--- src/rtl/assert_macros.svh ---
// Assertion macros used by sorted_priority_list.sv.
`ifndef ASSERT_MACROS_SVH
`define ASSERT_MACROS_SVH

// Same-cycle implication, disabled during reset.
`define SPL_ASSERT_NOW(label, clk, rst, ante, cons) \
  label: assert property (@(posedge clk) disable iff (rst) (ante) |-> (cons)) \
    else $error("assertion failed");

// Next-cycle implication, disabled during reset.
`define SPL_ASSERT_NEXT(label, clk, rst, ante, cons) \
  label: assert property (@(posedge clk) disable iff (rst) (ante) |=> (cons)) \
    else $error("assertion failed");

`endif

--- src/rtl/spl_pkg.sv ---
`default_nettype none
package spl_pkg;

  localparam int CAPACITY     = 64;
  localparam int NODE_BITS    = 16;
  localparam int COST_BITS    = 32;
  localparam int PAYLOAD_BITS = 16;
  localparam int COUNT_BITS   = $clog2(CAPACITY + 1);

  typedef enum logic [1:0] {
    FUNC_INSERT = 2'd0,
    FUNC_REMOVE = 2'd1,
    FUNC_FIND   = 2'd2,
    FUNC_PEEK   = 2'd3
  } func_t;

  typedef struct packed {
    logic [NODE_BITS-1:0]    node;
    logic [COST_BITS-1:0]    cost;
    logic [PAYLOAD_BITS-1:0] payload;
  } rec_t;

  localparam int REC_BITS = $bits(rec_t);

  typedef struct packed {
    logic load_new;
    logic take_left;
    logic take_right;
  } cell_ctl_t;

endpackage
`default_nettype wire

--- src/rtl/spl_cell.sv ---
`default_nettype none
module spl_cell (
  input  wire logic                          clk,
  input  wire logic                          eval,
  input  wire logic                          valid,
  input  wire logic [spl_pkg::NODE_BITS-1:0] key_node,
  input  wire logic [spl_pkg::COST_BITS-1:0] key_cost,
  input  wire spl_pkg::rec_t                 new_rec,
  input  wire spl_pkg::rec_t                 left_rec,
  input  wire spl_pkg::rec_t                 right_rec,
  input  wire spl_pkg::cell_ctl_t            ctl,
  output spl_pkg::rec_t                      rec,
  output logic                               match,
  output logic                               le
);

  always_ff @(posedge clk) begin
    if (eval) begin
      match <= valid && (rec.node == key_node);
      le    <= valid && (key_cost <= rec.cost);
    end
  end

  always_ff @(posedge clk) begin
    if (ctl.load_new) begin
      rec <= new_rec;
    end else if (ctl.take_left) begin
      rec <= left_rec;
    end else if (ctl.take_right) begin
      rec <= right_rec;
    end
  end

endmodule
`default_nettype wire

--- config.mk ---
export PLATFORM = sky130hd
export DESIGN_NAME = spl_cell
export DESIGN_NICKNAME = d
export VERILOG_FILES = /design/src/rtl/assert_macros.svh /design/src/rtl/spl_pkg.sv /design/src/rtl/spl_cell.sv
export SDC_FILE = /design/constraint.sdc
export NUM_CORES = 1
export LEC_CHECK = 0
export ABC_AREA = 1
export BUFFER_PORTS_ARGS = -buffer_cell sky130_fd_sc_hd__buf_2
export CAP_MARGIN = 30
export CORE_AREA = 5 5 117 119
export CTS_BUF_LIST = sky130_fd_sc_hd__clkbuf_16
export DETAILED_ROUTE_END_ITERATION = 6
export DIE_AREA = 0 0 122 124
export PLACE_DENSITY = 0.81
export SYNTH_ARGS = -nofsm -noshare
export SYNTH_HDL_FRONTEND = slang
export SYNTH_SLANG_ARGS = --single-unit
--- constraint.sdc ---
create_clock -name clk -period 2.46 [get_ports clk]
set_clock_uncertainty 0.15 [all_clocks]
set_input_delay 0.123 -clock clk [delete_from_list [all_inputs] [get_ports clk]]
set_output_delay 0.123 -clock clk [all_outputs]
set_load 0.02 [all_outputs]
==> impl_metrics.csv, run 1 <==
group,metric,value,unit
synth,synth.most_common_cell,"a21oi_1",
final_layout,drive_above_1_share,38.2,%
synth,synthTopCellsByCount,"a21oi_1, nand2_1, nor2_1",
critical_path,crit_chain,"buf_2 -> buf_4 -> buf_4 -> a21oi_1 -> a21oi_1 -> dlygate4sd3_1",
outcome,violations,"negative hold slack",
placement,dp.cells,1004,
placement,hpwlAfterDp,12.6,mm
critical_path,critical_path.slowest_cell,"dlygate4sd3_1",
critical_path,cp_top_family,"buffers and inverters",
route,num_vias,5096,
min_path,min_from,"new_rec[16]",
global_routing,grt_pass1_vias,4922,
final_layout,seq_area,1980,um2
critical_path,path_class,"input pin to flop",
synth,synth_area_leaders,"edfxtp_1, a21oi_1, nand2_1",
route,drt.antenna.violating_nets,0,
final_layout,area_delta_synth_final,52.5,%
final_layout,fin_util,53.2,%
global_routing,grt_pass1_wl,23.8,mm
timing,finalCritPeriodShare,73.3,%
synth,ys_types,26,
clock_tree,clockBufferDepth,2,
synth,avgSynthCellArea,8.07,um2
timing,finalWorstSetupSlack,0.657,ns
critical_path,cp-startpoint,"ctl[1]",
route,totalWireLength,16.4,mm
clock_tree,post_cts_buffers,0,
synth,synth-edff-count,66,
timing,holdWs,-0.00250,ns
synth,ys_ff_latch,66,
outcome,outcome,"finished, violations left",
timing,max_slew_margin,52.4,%
placement,place.gp.congestion,0.881,
clock_tree,hold_buffers,34,
synth,synthCells,539,
clock_tree,cts_sinks,66,
clock_tree,postCtsResizedCells,0,
die,fp.dieH,124,um
timing,hold_violations,1,
clock_tree,clk_pin_slew_worst_paths,0.06,ns
global_routing,track_usage,20.2,%
timing,setup_viol,0,
final_layout,multi_input_area,2020,um2
placement,pre_cts_slack,0.697,ns
die,pin_count,312,
synth,yosys_warnings,0,
synth,yosysSeqAreaShare,45.6,%
clock_tree,htree_levels,3,
synth,async_reset_ff_share,0,%
synth,ys.flop_type,"edfxtp_1",
power,ir_drop,0.258,mV
route,wire_per_inst,15.6,um
critical_path,cp-end-kind,"flop",
route,drt_drc_violations_left,0,
critical_path,rrSetupSlack,0.69,ns
critical_path,reg2reg_from,"rec[23]",
power,p_per_area,542,nW/um2
clock_tree,cts_buffers,9,
clock_tree,root_buffer,"clkbuf_16",
timing,maxSlewViolCount,0,
final_layout,final_cell_count_no_fill,1052,
clock_tree,worstSkewPairLatency,0.32,ns
clock_tree,cts_tree,"done",
final_layout,diodes,0,
final_layout,final_nets,1155,
die,die_x,122,um
synth,netlist.area_leader.share,45.6,%
final_layout,nFillCells,1202,
critical_path,max_stage_delay,0.55,ns
route,drt_iter0_drc,294,
power,leakagePower,3.42,nW
run,max-cap-violations,0,
min_path,hold_class,"input pin to flop",
global_routing,antenna_found_initial,0,
timing,max_freq,555,MHz
die,initial_utilization,34.9,%
die,die-area,15100,um2
global_routing,grt_max_degree,65,
timing,period_needed,1.80,ns
timing,worstMarginPinSlew,0.715,ns
placement,port_buffers,311,
route,drtPass1Iterations,5,
global_routing,grt_overflow,0,
route,viasPerCell,4.84,
synth,synth_area,4350,um2
die,core_area,12500,um2
timing,setup_tns,0,ns
synth,syn-num-nets,817,
critical_path,cp_max_fo,36,
timing,rsz0062_at_grt,"no",
die,rows,41,
critical_path,arrival,1.84,ns
synth,synth_top_cell_by_area,"edfxtp_1",
critical_path,cp.required,2.50,ns
critical_path,cp-start-kind,"input pin",
critical_path,worst-path-buf-inv,4,
==> registers in the layout, indices dropped and copies added (netlist names) <==
| name | cells |
|---|---|
| rec | 64 |
| le | 1 |
| match | 1 |
==> per-layer routing <==
layer | wire length, um | up-vias | GRT usage, %
met1 | 6180 | 2302 | 23.8
li1 | - | 2500 | -
met5 | 0 | - | 0
met3 | 1610 | 22 | 5.27
met2 | 8230 | 272 | 35.7
met4 | 347 | 0 | 6.86
==> where the power goes <==
group	total [mW]	internal [mW]	switching [mW]	leakage, nW
Sequential	1.46	1.39	0.0636	0.678
Clock	1.10	0.659	0.440	0.126
Combinational	1.04	0.438	0.602	2.61
==> worst reg2reg max path: cells and delay by family (launching register included) <==
family / cells / cell delay (ns)
AO/OA/AOI/OAI: 1 / 0.15
flip-flops: 1 / 0.34
adder cells (fa/ha/maj): 1 / 0.28
AND/OR/NAND/NOR: 5 / 0.64
buffers and inverters: 1 / 0.05
==> layout make-up <==
type                       instances  area share (%)
clock buffer                       9            3.40
clock inverter                     5           0.377
inverter                          54            3.06
multi-input combinational        392            30.4
sequential                        66            29.9
tap                              172            3.24
timing repair buffer             354            29.6
==> worst paths after layout <==
path,endpoint,cells after the start
max,rec[22],6
min,rec[16],3
max reg2reg,le,8
min reg2reg,match,3
==> cell families (layout without fill, tap and decap cells) <==
family,Yosys count,count (layout),synth area share (%)
and+or+nand+nor,199,199,17.6
buffers and inverters,81,422,8.06
AOI/OAI and AO/OA,158,158,18.9
xor gates and xnor gates,3,3,0.604
adders and majority gates,32,32,9.21
DFF,66,66,45.6
==> cells in the final DEF, fill, tap and decap left out, drive strengths merged <==
cell and n:
inv 55, a211oi 1, dlygate4sd3 34, nand4 2, clkbuf 9, nand2 109, clkinv 3, o21ai 5
xnor2 1, o21a 1, nor2 80, a21o 1, or2 2, nor4 1, a22o 1, ha 32
edfxtp 66, clkinvlp 1, nor3 1, buf 320, xor2 2, nand3 4, a221oi 3, a21oi 143
o22ai 3
==> through the flow <==
step / total power, mW / hold slack (ns) / area (um2)
floorplan: 2.02 / 0.0855 / 4350
global placement: 2.45 / 0.233 / 6040
detailed placement: 2.47 / 0.231 / 6040
CTS: 3.62 / 0.000767 / 6630
global route: 3.81 / 0.00718 / 6630
finish: 3.59 / -0.00250 / 6630
Note: power is estimated with default switching activity, not from simulation.
==> inputs of run 2 (changes only) <==
Settings changed: CORE_AREA 5 5 117 119 to 5 5 118 120, DIE_AREA 0 0 122 124 to 0 0 123 125, PLACE_DENSITY 0.81 to 0.77.
Clock period 2.46 ns to 1.76 ns, I/O delays scaled along.
==> run 2 against run 1 <==
The flow still finishes with violations (negative hold slack). First-iteration DRC count increased by 3.4%. Global-route usage up 1.9 points. Wire length increased by 9.4%. Critical path type is now flop to flop. Largest cell class is now buffers. Highest routed layer unchanged.
==> impl_metrics.csv, run 2 (same netlist as run 1, synthesis figures left out) <==
group,metric,value,unit
outcome,outcome,"finished, violations left",
outcome,violations,"negative hold slack",
timing,rsz0062_at_grt,"yes",
route,totalWireLength,17.9,mm
clock_tree,cts_tree,"done",
timing,setup_viol,0,
timing,period_needed,1.71,ns
global_routing,grt_pass1_wl,26.8,mm
critical_path,path_common_cell,"nand2_1",
final_layout,nFillCells,1101,
clock_tree,cts_buffers,9,
timing,maxSlewViolCount,0,
die,core_area,12900,um2
global_routing,grt_pass1_vias,5754,
final_layout,largest_reg_flops,64,
placement,placed_cell_area,6110,um2
timing,hold_violations,1,
final_layout,area_delta_synth_final,75.0,%
final_layout,fin_area,7610,um2
power,p_per_area,725,nW/um2
global_routing,antenna_found_initial,1,
final_layout,final_cell_mix,"buf_2, a21oi_1, dlygate4sd3_1",
route,drt_drc_violations_left,0,
die,rows,42,
timing,max_slew_margin,72.7,%
critical_path,cp_max_fo,2,
critical_path,max_stage_delay,0.37,ns
route,wire_per_inst,15.7,um
clock_tree,htree_levels,3,
final_layout,top_regs,"rec (64), le (1), match (1)",
critical_path,arrival,1.64,ns
timing,worstMarginPinSlew,0.409,ns
clock_tree,clockBufferDepth,2,
timing,holdWs,-0.00181,ns
route,drt.antenna.violating_nets,0,
die,pin_count,312,
global_routing,track_usage,22.1,%
run,max-cap-violations,0,
die,initial_utilization,33.8,%
global_routing,grt_max_degree,64,
critical_path,crit_chain,"inv_2 -> ha_4 -> nand2_1 -> nor2_2 -> nand2_2 -> inv_1 -> nand2_1 -> nand2_1 -> nand2_1 -> nand2_1 -> a21oi_2",
power,ir_drop,0.355,mV
placement,place.gp.congestion,0.864,
clock_tree,cts_sinks,66,
timing,max_freq,584,MHz
die,die_x,123,um
timing,finalCritPeriodShare,97.4,%
clock_tree,worstSkewPairLatency,0.33,ns
route,drtPass1Iterations,5,
critical_path,critical_path.slowest_cell,"edfxtp_1",
final_layout,final_cell_count_no_fill,1142,
power,leakagePower,3.80,nW
final_layout,layout_commonest_cell,"buf_2",
route,viasPerCell,4.83,
final_layout,largest_register,"rec",
final_layout,seq_area,1980,um2
placement,hpwlAfterDp,12.4,mm
final_layout,multi_input_area,2080,um2
critical_path,cp-end-kind,"flop",
final_layout,drive_above_1_share,37.0,%
route,drt_iter0_drc,304,
placement,port_buffers,311,
critical_path,cp-start-kind,"flop",
critical_path,path_class,"flop to flop",
clock_tree,clk_pin_slew_worst_paths,0.06,ns
die,die-area,15400,um2
min_path,hold_class,"input pin to flop",
placement,dp.cells,1009,
die,fp.dieH,125,um
clock_tree,root_buffer,"clkbuf_16",
route,num_vias,5512,
global_routing,grt_overflow,0,
critical_path,cp.required,1.69,ns
final_layout,final_nets,1238,
[run 2: path summary, 6_finish.rpt]
path               startpoint       to  slack [ns]  depth (start not counted)
setup reg to reg      rec[29]       le        0.05                         11
hold / removal    new_rec[54]  rec[54]      -0.002                          3
hold reg to reg       rec[52]    match        0.59                          3
setup / recovery      rec[29]       le        0.05                         11
[run 2: what timing repair did]
item                                    4_1_cts  5_1_grt
endpoints found under the setup margin        1        1
resized for setup                             1       15
hold endpoints to repair                     61        1
pin swaps                                     0        5
setup buffers                                 0        2
hold buffers                                113        1
[run 2: layout make-up]
type | count | share of cell area [%]
repair buffers | 437 | 37.3
inverters | 54 | 2.66
clock inverters | 7 | 0.806
clock buffers | 9 | 2.96
diodes | 1 | 0.0329
multi-input cells | 392 | 27.3
well taps | 176 | 2.89
flip-flops and latches | 66 | 26.1
[run 2: layer usage]
metal,share of wire (%),vias up,wire length (um),GRT usage [%]
li1,-,2665,-,-
met1,36,2505,6440,23.3
met2,51,288,9150,39.7
met3,9.1,54,1630,6.96
met4,3.9,0,701,9.84
met5,0,-,0,0
[run 2: metrics by stage]
step	power, mW	utilization [%]	worst slack, ns	hold WS [ns]	TNS (ns)
6_report	5.52	59.1	0.0463	-0.00181	0
3_3_place_gp	3.43	47.5	0.0442	0.191	0
3_5_place_dp	3.46	47.5	0.00542	0.183	0
5_1_grt	5.81	59.1	-0.0594	0.00378	-0.0594
4_1_cts	5.48	58.5	0.0175	0.000746	0
2_1_floorplan	2.83	-	0.0450	0.0505	0
[run 2: critical path, delay by kind of cell (launching register included)]
kind	cells	cell delay, ns
DFF	1	0.37
AOI/OAI and AO/OA	1	0.05
buffers and inverters	2	0.11
adders and majority gates	1	0.27
and+or+nand+nor	7	0.51
[run 2: report_power, final]
| group | switching (mW) | leakage, nW | total [mW] | internal, mW |
|---|---|---|---|---|
| combinational | 0.909 | 2.98 | 1.72 | 0.813 |
| sequential | 0.0913 | 0.678 | 2.04 | 1.94 |
| clock | 0.677 | 0.146 | 1.76 | 1.08 |
| total | 1.68 | 3.80 | 5.52 | 3.84 |
